--- src/rtl/linear_search_key_value_table_defines.svh ---
// Assertion macros shared by the key/value table RTL.
`ifndef LINEAR_SEARCH_KEY_VALUE_TABLE_DEFINES_SVH
`define LINEAR_SEARCH_KEY_VALUE_TABLE_DEFINES_SVH

`ifndef ASSERT_OFF
// Same-cycle implication, checked out of reset.
`define KV_ASSERT_IMPLY(label, clk, rst_n, ante, cons, msg) \
    label: assert property (@(posedge clk) disable iff (!rst_n) (ante) |-> (cons)) \
        else $error(msg);
// Next-cycle implication, checked out of reset.
`define KV_ASSERT_NEXT(label, clk, rst_n, ante, cons, msg) \
    label: assert property (@(posedge clk) disable iff (!rst_n) (ante) |=> (cons)) \
        else $error(msg);
`else
`define KV_ASSERT_IMPLY(label, clk, rst_n, ante, cons, msg)
`define KV_ASSERT_NEXT(label, clk, rst_n, ante, cons, msg)
`endif

`endif

--- src/rtl/lskv_pkg.sv ---
// Types and constants of the linear-search key/value table.
package lskv_pkg;

    localparam int unsigned KEY_BITS   = 32;
    localparam int unsigned VALUE_BITS = 32;
    localparam int unsigned COUNT_BITS = 5;

    typedef enum logic [1:0] {
        CMD_INSERT         = 2'd0,
        CMD_LOOKUP         = 2'd1,
        CMD_REMOVE         = 2'd2,
        CMD_LOOKUP_DEFAULT = 2'd3
    } cmd_e_t;

    typedef enum logic [1:0] {
        ST_OK     = 2'd0,
        ST_ABSENT = 2'd1,
        ST_FULL   = 2'd2
    } status_e_t;

    // Read address select for the entry memory
    typedef enum logic [1:0] {
        RD_ZERO  = 2'd0,
        RD_NEXT  = 2'd1,
        RD_NEXT2 = 2'd2
    } rd_sel_t;

    // Commands from controller to datapath
    typedef struct packed {
        logic    load;
        logic    rd_en;
        rd_sel_t rd_sel;
        logic    step;
        logic    mark_hit;
        logic    decide;
        logic    shift_wr;
        logic    shift_done;
        logic    out_load;
    } ctl_t;

    // Status from datapath to controller
    typedef struct packed {
        logic empty;
        logic match;
        logic last_search;
        logic do_shift;
        logic shift_last;
    } sts_t;

    // Result item as held in the output register
    typedef struct packed {
        logic                  found;
        logic [VALUE_BITS-1:0] value_out;
        status_e_t             status;
        logic [COUNT_BITS-1:0] count;
        logic                  empty_res;
    } res_t;

endpackage

--- src/rtl/lskv_req_if.sv ---
// Request channel: command, key and value with valid/ready.
interface lskv_req_if;
    import lskv_pkg::*;

    logic                        valid;
    logic                        ready;
    cmd_e_t                      command;
    logic        [KEY_BITS-1:0]   key;
    logic signed [VALUE_BITS-1:0] value;

    modport source (output valid, command, key, value, input ready);
    modport sink   (input valid, command, key, value, output ready);
endinterface

--- src/rtl/lskv_rsp_if.sv ---
// Response channel: one result item per request, valid/ready.
interface lskv_rsp_if;
    import lskv_pkg::*;

    logic                         valid;
    logic                         ready;
    logic                         found;
    logic signed [VALUE_BITS-1:0] value_out;
    logic        [1:0]            status;
    logic        [COUNT_BITS-1:0] count;
    logic                         empty_res;

    modport source (output valid, found, value_out, status, count, empty_res, input ready);
    modport sink   (input valid, found, value_out, status, count, empty_res, output ready);
endinterface

--- src/rtl/linear_search_key_value_table.sv ---
// Top level of the linear-search key/value table.
//
// Requests arrive on req (valid/ready): command, key and, for insert, value.
// Each request gives exactly one result item on rsp (valid/ready): found,
// value_out, status, count and empty_res, in request order.
// An item is accepted when valid and ready are both high at a clock edge.
// Each item steps through idle/accept, search, decide and result. The search
// reads the entries from slot 0 and stops at a match or after the last
// valid entry; an empty table skips it. Remove of a present key adds a
// shift-down of the entries above it before the result step.
// The entry memory (one read, one write per cycle) lets the search and the
// shift each step through one entry a cycle.
// One item is in flight at a time; req.ready is high only while idle.
// The output register holds a finished result while the next item is
// accepted and searched; a stalled rsp holds the sequencer at its result step.
// Reset clears the entry count and the handshakes; the entry memory is not
// cleared, entries at or above the count are never read.
`include "linear_search_key_value_table_defines.svh"

module linear_search_key_value_table #(
    parameter int unsigned DEPTH       = 16,
    parameter int unsigned KEY_WIDTH   = 32,
    parameter int unsigned VALUE_WIDTH = 32
) (
    input logic        clk,
    input logic        rst_n,
    lskv_req_if.sink   req,
    lskv_rsp_if.source rsp
);
    import lskv_pkg::*;

    ctl_t ctl;
    sts_t sts;
    res_t res;

    logic req_fire;
    logic rsp_full;
    logic rsp_absent;
    logic rsp_hit;

    lskv_ctrl u_ctrl (
        .clk       (clk),
        .rst_n     (rst_n),
        .in_valid  (req.valid),
        .in_ready  (req.ready),
        .out_valid (rsp.valid),
        .out_ready (rsp.ready),
        .sts       (sts),
        .ctl       (ctl)
    );

    lskv_dp #(
        .DEPTH       (DEPTH),
        .KEY_WIDTH   (KEY_WIDTH),
        .VALUE_WIDTH (VALUE_WIDTH)
    ) u_dp (
        .clk         (clk),
        .rst_n       (rst_n),
        .req_command (req.command),
        .req_key     (req.key),
        .req_value   (req.value),
        .ctl         (ctl),
        .sts         (sts),
        .res         (res)
    );

    // Result payload
    assign rsp.found     = res.found;
    assign rsp.value_out = res.value_out;
    assign rsp.status    = res.status;
    assign rsp.count     = res.count;
    assign rsp.empty_res = res.empty_res;

    // Terms used by the checks
    assign req_fire   = req.valid && req.ready;
    assign rsp_full   = rsp.valid && (rsp.status == ST_FULL);
    assign rsp_absent = rsp.valid && (rsp.status == ST_ABSENT);
    assign rsp_hit    = rsp.valid && rsp.found;

    // Checks
    `KV_ASSERT_NEXT(a_busy_after_accept, clk, rst_n, req_fire, !req.ready, "ready after accept")
    `KV_ASSERT_IMPLY(a_full_not_found, clk, rst_n, rsp_full, !rsp.found, "full with hit")
    `KV_ASSERT_IMPLY(a_found_ok, clk, rst_n, rsp_hit, rsp.status == ST_OK, "hit not ok")
    `KV_ASSERT_IMPLY(a_absent_zero, clk, rst_n, rsp_absent, rsp.value_out == '0, "absent nonzero")

endmodule

--- src/rtl/lskv_ctrl.sv ---
// Sequencer for search, update, shift-down and result hand-off.
module lskv_ctrl (
    input  logic           clk,
    input  logic           rst_n,
    input  logic           in_valid,
    output logic           in_ready,
    output logic           out_valid,
    input  logic           out_ready,
    input  lskv_pkg::sts_t sts,
    output lskv_pkg::ctl_t ctl
);
    import lskv_pkg::*;

    typedef enum logic [2:0] {
        S_IDLE,
        S_SEARCH,
        S_DECIDE,
        S_SHIFT,
        S_RESULT
    } state_t;

    state_t state_reg, state_next;
    logic   out_valid_reg, out_valid_next;

    assign in_ready  = (state_reg == S_IDLE);
    assign out_valid = out_valid_reg;

    // Next state and commands
    always_comb
    begin
        state_next     = state_reg;
        out_valid_next = out_valid_reg;
        ctl            = '0;
        if (out_valid_reg && out_ready)
        begin
            out_valid_next = 1'b0;
        end
        unique case (state_reg)
            S_IDLE:
            begin
                if (in_valid)
                begin
                    ctl.load = 1'b1;
                    if (sts.empty)
                    begin
                        state_next = S_DECIDE;
                    end
                    else
                    begin
                        ctl.rd_en  = 1'b1;
                        ctl.rd_sel = RD_ZERO;
                        state_next = S_SEARCH;
                    end
                end
            end
            S_SEARCH:
            begin
                priority if (sts.match)
                begin
                    ctl.mark_hit = 1'b1;
                    state_next   = S_DECIDE;
                end
                else if (sts.last_search)
                begin
                    state_next = S_DECIDE;
                end
                else
                begin
                    ctl.step   = 1'b1;
                    ctl.rd_en  = 1'b1;
                    ctl.rd_sel = RD_NEXT;
                end
            end
            S_DECIDE:
            begin
                ctl.decide = 1'b1;
                if (sts.do_shift)
                begin
                    ctl.rd_en  = 1'b1;
                    ctl.rd_sel = RD_NEXT;
                    state_next = S_SHIFT;
                end
                else
                begin
                    state_next = S_RESULT;
                end
            end
            S_SHIFT:
            begin
                ctl.shift_wr = 1'b1;
                if (sts.shift_last)
                begin
                    ctl.shift_done = 1'b1;
                    state_next     = S_RESULT;
                end
                else
                begin
                    ctl.rd_en  = 1'b1;
                    ctl.rd_sel = RD_NEXT2;
                end
            end
            S_RESULT:
            begin
                if (!out_valid_reg || out_ready)
                begin
                    ctl.out_load   = 1'b1;
                    out_valid_next = 1'b1;
                    state_next     = S_IDLE;
                end
            end
            default:
            begin
                state_next = S_IDLE;
            end
        endcase
    end

    // State and registered outputs
    always_ff @(posedge clk or negedge rst_n)
    begin
        if (!rst_n)
        begin
            state_reg     <= S_IDLE;
            out_valid_reg <= 1'b0;
        end
        else
        begin
            state_reg     <= state_next;
            out_valid_reg <= out_valid_next;
        end
    end

endmodule

--- src/rtl/lskv_dp.sv ---
// Entry memory, request registers, compare and result registers.
module lskv_dp #(
    parameter int unsigned DEPTH       = 16,
    parameter int unsigned KEY_WIDTH   = 32,
    parameter int unsigned VALUE_WIDTH = 32
) (
    input  logic                                clk,
    input  logic                                rst_n,
    input  lskv_pkg::cmd_e_t                    req_command,
    input  logic        [lskv_pkg::KEY_BITS-1:0]   req_key,
    input  logic signed [lskv_pkg::VALUE_BITS-1:0] req_value,
    input  lskv_pkg::ctl_t                      ctl,
    output lskv_pkg::sts_t                      sts,
    output lskv_pkg::res_t                      res
);
    import lskv_pkg::*;

    localparam int unsigned AW = (DEPTH > 1) ? $clog2(DEPTH) : 1;
    localparam int unsigned CW = $clog2(DEPTH + 1);
    localparam int unsigned NW = CW + 1;
    localparam int unsigned KW = (KEY_WIDTH < KEY_BITS) ? KEY_WIDTH : KEY_BITS;
    localparam int unsigned VW = (VALUE_WIDTH < VALUE_BITS) ? VALUE_WIDTH : VALUE_BITS;

    // Entry memory, one write and one registered read per cycle
    logic [KW-1:0] key_mem [DEPTH];
    logic [VW-1:0] val_mem [DEPTH];
    logic [KW-1:0] rd_key_reg;
    logic [VW-1:0] rd_val_reg;

    // Request and working registers
    cmd_e_t        cmd_reg;
    logic [KW-1:0] key_reg;
    logic [VW-1:0] val_reg;
    logic [AW-1:0] idx_reg;
    logic [CW-1:0] count_reg;
    logic          hit_reg;
    logic [VW-1:0] res_val_reg;
    status_e_t     res_status_reg;
    res_t          out_reg;

    logic [NW-1:0] idx1, idx2, count_ext;
    logic [AW-1:0] rd_addr;
    logic          full, append_ok;
    logic          wr_en;
    logic [AW-1:0] wr_addr;
    logic [KW-1:0] wr_key;
    logic [VW-1:0] wr_val;

    assign idx1      = NW'(idx_reg) + NW'(1);
    assign idx2      = NW'(idx_reg) + NW'(2);
    assign count_ext = NW'(count_reg);
    assign full      = (count_reg == CW'(DEPTH));
    assign append_ok = !hit_reg && !full;

    // Status toward the controller
    assign sts.empty       = (count_reg == '0);
    assign sts.match       = (rd_key_reg == key_reg);
    assign sts.last_search = (idx1 >= count_ext);
    assign sts.do_shift    = (cmd_reg == CMD_REMOVE) && hit_reg && (idx1 < count_ext);
    assign sts.shift_last  = (idx2 >= count_ext);

    assign res = out_reg;

    // Read address
    always_comb
    begin
        unique case (ctl.rd_sel)
            RD_ZERO:  rd_addr = '0;
            RD_NEXT:  rd_addr = idx1[AW-1:0];
            RD_NEXT2: rd_addr = idx2[AW-1:0];
            default:  rd_addr = '0;
        endcase
    end

    // Write port: update, append or shift down one place
    always_comb
    begin
        wr_en   = 1'b0;
        wr_addr = idx_reg;
        wr_key  = key_reg;
        wr_val  = val_reg;
        if (ctl.shift_wr)
        begin
            wr_en  = 1'b1;
            wr_key = rd_key_reg;
            wr_val = rd_val_reg;
        end
        else if (ctl.decide)
        begin
            if (cmd_reg == CMD_INSERT)
            begin
                if (hit_reg)
                begin
                    wr_en = 1'b1;
                end
                else if (!full)
                begin
                    wr_en   = 1'b1;
                    wr_addr = count_reg[AW-1:0];
                end
            end
            else if (cmd_reg == CMD_LOOKUP_DEFAULT && append_ok)
            begin
                wr_en   = 1'b1;
                wr_addr = count_reg[AW-1:0];
                wr_val  = '0;
            end
        end
    end

    // Memory write and registered read
    always_ff @(posedge clk)
    begin
        if (wr_en)
        begin
            key_mem[wr_addr] <= wr_key;
            val_mem[wr_addr] <= wr_val;
        end
        if (ctl.rd_en)
        begin
            rd_key_reg <= key_mem[rd_addr];
            rd_val_reg <= val_mem[rd_addr];
        end
    end

    // Entry count
    always_ff @(posedge clk or negedge rst_n)
    begin
        if (!rst_n)
        begin
            count_reg <= '0;
        end
        else if (ctl.shift_done)
        begin
            count_reg <= count_reg - CW'(1);
        end
        else if (ctl.decide)
        begin
            if ((cmd_reg == CMD_INSERT || cmd_reg == CMD_LOOKUP_DEFAULT) && append_ok)
            begin
                count_reg <= count_reg + CW'(1);
            end
            else if (cmd_reg == CMD_REMOVE && hit_reg && !(idx1 < count_ext))
            begin
                count_reg <= count_reg - CW'(1);
            end
        end
    end

    // Request, index and hit
    always_ff @(posedge clk)
    begin
        if (ctl.load)
        begin
            cmd_reg <= req_command;
            key_reg <= KW'(req_key);
            val_reg <= VW'(req_value);
            idx_reg <= '0;
            hit_reg <= 1'b0;
        end
        else
        begin
            if (ctl.step || ctl.shift_wr)
            begin
                idx_reg <= idx1[AW-1:0];
            end
            if (ctl.mark_hit)
            begin
                hit_reg <= 1'b1;
            end
        end
    end

    // Result fields, settled at the decide step
    always_ff @(posedge clk)
    begin
        if (ctl.decide)
        begin
            res_val_reg    <= '0;
            res_status_reg <= ST_OK;
            unique case (cmd_reg)
                CMD_INSERT:
                begin
                    if (hit_reg || !full)
                        res_val_reg <= val_reg;
                    else
                        res_status_reg <= ST_FULL;
                end
                CMD_LOOKUP:
                begin
                    if (hit_reg)
                        res_val_reg <= rd_val_reg;
                    else
                        res_status_reg <= ST_ABSENT;
                end
                CMD_REMOVE:
                begin
                    if (!hit_reg)
                        res_status_reg <= ST_ABSENT;
                end
                CMD_LOOKUP_DEFAULT:
                begin
                    if (hit_reg)
                        res_val_reg <= rd_val_reg;
                    else if (full)
                        res_status_reg <= ST_FULL;
                end
                default:
                begin
                    res_status_reg <= ST_OK;
                end
            endcase
        end
    end

    // Output register
    always_ff @(posedge clk)
    begin
        if (ctl.out_load)
        begin
            out_reg.found     <= hit_reg;
            out_reg.value_out <= VALUE_BITS'(res_val_reg);
            out_reg.status    <= res_status_reg;
            out_reg.count     <= COUNT_BITS'(count_reg);
            out_reg.empty_res <= (count_reg == '0);
        end
    end

endmodule
--- src/flat_wrapper.sv ---
// flat-port wrapper written by rule: the top's interface ports become plain ports
module linear_search_key_value_table_flat import lskv_pkg::*;
#(
    parameter int unsigned DEPTH       = 16,
    parameter int unsigned KEY_WIDTH   = 32,
    parameter int unsigned VALUE_WIDTH = 32
)
  (clk, rst_n, req_valid, req_command, req_key, req_value, req_ready, rsp_valid, rsp_found, rsp_value_out, rsp_status, rsp_count, rsp_empty_res, rsp_ready);
  lskv_req_if req_i ();
  lskv_rsp_if rsp_i ();
  input logic clk;
  input logic rst_n;
  input wire logic [$bits(req_i.valid)-1:0] req_valid;
  input wire logic [$bits(req_i.command)-1:0] req_command;
  input wire logic [$bits(req_i.key)-1:0] req_key;
  input wire logic [$bits(req_i.value)-1:0] req_value;
  output wire logic [$bits(req_i.ready)-1:0] req_ready;
  output wire logic [$bits(rsp_i.valid)-1:0] rsp_valid;
  output wire logic [$bits(rsp_i.found)-1:0] rsp_found;
  output wire logic [$bits(rsp_i.value_out)-1:0] rsp_value_out;
  output wire logic [$bits(rsp_i.status)-1:0] rsp_status;
  output wire logic [$bits(rsp_i.count)-1:0] rsp_count;
  output wire logic [$bits(rsp_i.empty_res)-1:0] rsp_empty_res;
  input wire logic [$bits(rsp_i.ready)-1:0] rsp_ready;
  assign req_i.valid = req_valid;
  assign req_i.command = req_command;
  assign req_i.key = req_key;
  assign req_i.value = req_value;
  assign req_ready = req_i.ready;
  assign rsp_valid = rsp_i.valid;
  assign rsp_found = rsp_i.found;
  assign rsp_value_out = rsp_i.value_out;
  assign rsp_status = rsp_i.status;
  assign rsp_count = rsp_i.count;
  assign rsp_empty_res = rsp_i.empty_res;
  assign rsp_i.ready = rsp_ready;
  linear_search_key_value_table #(.DEPTH(DEPTH), .KEY_WIDTH(KEY_WIDTH), .VALUE_WIDTH(VALUE_WIDTH)) u_core (.clk(clk), .rst_n(rst_n), .req(req_i), .rsp(rsp_i));
endmodule
--- config.mk ---
export PLATFORM = sky130hd
export DESIGN_NAME = linear_search_key_value_table_flat
export DESIGN_NICKNAME = d
export VERILOG_FILES = /design/src/rtl/lskv_pkg.sv /design/src/rtl/lskv_req_if.sv /design/src/rtl/lskv_rsp_if.sv /design/src/rtl/linear_search_key_value_table.sv /design/src/rtl/lskv_ctrl.sv /design/src/rtl/lskv_dp.sv /design/src/flat_wrapper.sv
export VERILOG_INCLUDE_DIRS = /design/src /design/src/rtl
export SDC_FILE = /design/constraint.sdc
export NUM_CORES = 1
export LEC_CHECK = 0
export BUFFER_PORTS_ARGS = -buffer_cell sky130_fd_sc_hd__buf_2
export CAP_MARGIN = 10
export CORE_MARGIN = 2
export CORE_UTILIZATION = 55
export CTS_CLUSTER_SIZE = 20
export DETAILED_ROUTE_END_ITERATION = 7
export PLACE_DENSITY = 0.77
export SETUP_SLACK_MARGIN = 0.02
export SLEW_MARGIN = 20
export SYNTH_ARGS = -nofsm -noshare
export SYNTH_HDL_FRONTEND = slang
export SYNTH_SLANG_ARGS = --single-unit
--- constraint.sdc ---
create_clock -name clk -period 6.1 [get_ports clk]
set_input_delay 1.22 -clock clk [delete_from_list [all_inputs] [get_ports clk]]
set_output_delay 1.22 -clock clk [all_outputs]
set_load 0.02 [all_outputs]
==> flow_summary.yaml <==
outcome:
  outcome: "complete, no violations"
clock_network:
  cts_setup_buffers: 0
  htreeDepth: 3
  cts_root_buf: "clkbuf_16"
  cts_tree: "done"
  clk_path_buf_depth: 3
  postCtsHoldBufs: 0
  clock_latency_ns: 0.72
  cts_buffers: 116
  clock-sinks: 1243
  path_clk_slew_ns: 0.06
  cts_resized: 0
yosys:
  synth_seq_cells: 1243
  synth_top_cell_area_share_pct: 76.9
  synth-async-reset-ratio_pct: 0.724
  synthesis.nets: 2319
  syn_avg_cell_area_um2: 21.5
  synthFlopType: "edfxtp_1"
  synth_top_cell_by_area: "edfxtp_1"
  synth-seq-area-share_pct: 77.6
  synth_cell_type_count: 56
  ys_warn_count: 0
  syn_area_mm2: 0.0480
  synth_edf_count: 1229
  netlist_instances: 2228
  synth_area_leaders: "edfxtp_1 (77%), mux4_2 (12%), mux2i_1 (4.0%)"
timing:
  setup_viol: 0
  tightestPinTransition_ns: 1.11
  fin_crit_ns: 5.32
  timing.final.ws_setup_ns: 0.779
  drv_slew: 0
  skew_ns: 0.0455
  period_share_pct: 87.2
  slew_headroom_pct: 25.8
  hold_viol: 0
  rsz0062_at_grt: "no"
  fmax_mhz: 188
flow_run:
  max_cap_viol_count: 0
power:
  leakage_nw: 17.0
  powerDensity_mw_per_mm2: 426
  ir_drop_mv: 0.339
drt:
  wirelength_um: 107000
  drt_iter0_drc: 3093
  vias: 23360
  final_antenna_net_count: 0
  drc: 0
  wl_per_cell_um: 29.2
  viasPerCell: 6.39
  drtPass1Iterations: 7
layout:
  antenna_cells: 0
  final_nets: 2503
  stdcell_area_mm2: 0.0540
  final_cell_count_no_fill: 3658
  drive_above_1_share_pct: 24.8
  fill_cells: 5679
  syn_to_final_growth_pct: 12.6
floorplan:
  die_x_um: 299
  fp.dieArea_mm2: 0.0896
  floorplan.die.height_um: 299
  coreArea_mm2: 0.0866
  start_util_pct: 55.4
  boundaryPins: 113
  rows: 108
worst_setup_path:
  crit_path_end_kind: "flop"
  startpoint_type: "flop"
  critPathMaxStageDelay_ns: 0.60
  crit_top_cell: "ha_1"
  critical_path_required_ns: 6.51
  worstSetupPathType: "reg -> reg"
  cp_data_arrival_time_ns: 5.73
  crit_slowest_cell: "mux4_2"
  cp_cell_sequence: "ha_1 > nand2_1 > xnor2_1 > ha_1 > a21o_1 > a21oi_1 > and3b_1 > a21boi_0 > nor2_1 > ha_1 > mux2i_4 > buf_4 > mux4_2 > mux2i_1 > mux2i_1"
  path_max_fanout: 30
global_route:
  grt_use_total_pct: 24.1
  grt_pass1_vias: 23678
  overflow: 0
  grt_antenna_before_repair: 0
  grt_pass1_wl_um: 157000
  grt_max_degree: 102
placement:
  io_buffers: 112
  dp_hpwl_um: 54500
  dp.cells: 3447
  dpl-instance-area_mm2: 0.0504
  pre_cts_ws_ns: 0.942
  place.gp.congestion: 0.855
min_path:
  worstHoldPathType: "in -> async"
-- routing by layer --
metal	GRT usage (%)	up-vias	part of all wire (%)
met2	39.5	1328	50
met3	4.18	170	9.2
met4	6.96	0	2.2
li1	-	9573	-
met5	0	-	0
met1	33.7	12289	38
-- area by class of cell --
cell class / instances / area, um2 / area share (%)
Sequential cell: 1243 / 37200 / 68.9
Multi-Input combinational cell: 859 / 10400 / 19.2
Clock buffer: 139 / 3020 / 5.59
Tap cell: 1155 / 1450 / 2.67
Timing Repair Buffer: 175 / 1330 / 2.46
Clock inverter: 70 / 576 / 1.07
Inverter: 17 / 65.1 / 0.120
-- where the power goes --
group / internal, mW / switching (mW)
Clock: 3.82 / 3.04
Combinational: 1.77 / 2.91
Sequential: 11.0 / 0.433
-- worst max-delay path, delay by kind of cell, from the launching register on --
family                   cells  cell delay, ns
multiplexers                 4            1.26
AO/OA/AOI/OAI                3            0.88
adder cells (fa/ha/maj)      3            0.87
AND/OR/NAND/NOR              3            0.62
buffers and inverters        1            0.57
flip-flops                   1            0.51
XOR/XNOR                     1            0.28
-- synthesized netlist by cell type, types with 2 or more instances --
cell and number:
dfrtp_1 9, buf_2 47, nor3_1 14, ha_1 21
and3_1 3, nor4_1 3, nand4_1 9, a21o_1 2
o21ai_0 11, a21oi_1 11, a22o_1 32, buf_1 7
o21a_1 2, dfxtp_1 5, mux2i_1 193, nor2_1 65
o311ai_0 2, edfxtp_1 1229, nand3_1 7, nor3_2 2
buf_4 4, mux4_2 256, o21ai_1 2, nor3b_1 5
inv_1 17, nand2b_1 3, nor2b_1 4, o211ai_1 5
xor2_1 2, a31oi_1 4, a22oi_1 35, nand2_1 109
clkbuf_2 2, xnor2_1 36, and3b_1 2, clkbuf_1 48
-- cells in the final DEF, fill, tap and decap left out, types with 9 or more instances in the layout --
cell          n
a21oi_1      11
a22o_1       32
a22oi_1      35
buf_12       22
buf_2       112
buf_4        40
clkbuf_1     21
clkbuf_16   117
clkinv_1     28
clkinv_2     25
dfrtp_1       9
edfxtp_1   1229
ha_1         21
inv_1        16
mux2i_1     192
mux4_2      256
nand2_1     109
nand4_1       9
nor2_1       46
nor2_4       20
nor3_1       14
o21ai_0       9
xnor2_1      36
-- final timing paths --
| path | startpoint | end | slack [ns] | cells past startpoint |
|---|---|---|---|---|
| setup / recovery | u_core.u_dp.idx_reg[2] | u_core.u_dp.rd_val_reg[21] | 0.78 | 15 |
| hold / removal | rst_n | u_core.u_dp.count_reg[1] | 0.35 | 1 |
| setup reg to reg | u_core.u_dp.idx_reg[2] | u_core.u_dp.rd_val_reg[21] | 0.78 | 15 |
| hold reg to reg | u_core.u_dp.res_val_reg[28] | u_core.u_dp.res[36] | 0.42 | 0 |
| max in group asynchronous | rst_n | u_core.u_dp.count_reg[2] | 5.55 | 1 |
| min in group clk | u_core.u_dp.res_val_reg[28] | u_core.u_dp.res[36] | 0.42 | 0 |
-- logic make-up (layout without fill, tap and decap cells) --
group	count (synthesis)	after routing	synth area share, %
AO/OA/AOI/OAI	117	117	1.80
XOR/XNOR	38	38	0.694
adder cells (fa/ha/maj)	21	21	0.548
buffers and inverters	126	401	1.16
flip-flops	1243	1243	77.6
multiplexers	449	449	16.0
AND/OR/NAND/NOR	234	234	2.18
-- per-stage QoR --
step | TNS (ns) | util (%) | total power, mW | hold WS, ns
after floorplan | -221.10 | - | 14.7 | 0.400
after global placement | 0 | 58.2 | 16.1 | 0.401
after detailed placement | 0 | 58.2 | 16.3 | 0.405
after CTS | 0 | 62.3 | 23.1 | 0.329
after global routing | 0 | 62.4 | 23.9 | 0.349
final | 0 | 62.4 | 23.0 | 0.354
No activity file was read; power rests on OpenSTA's default activity.
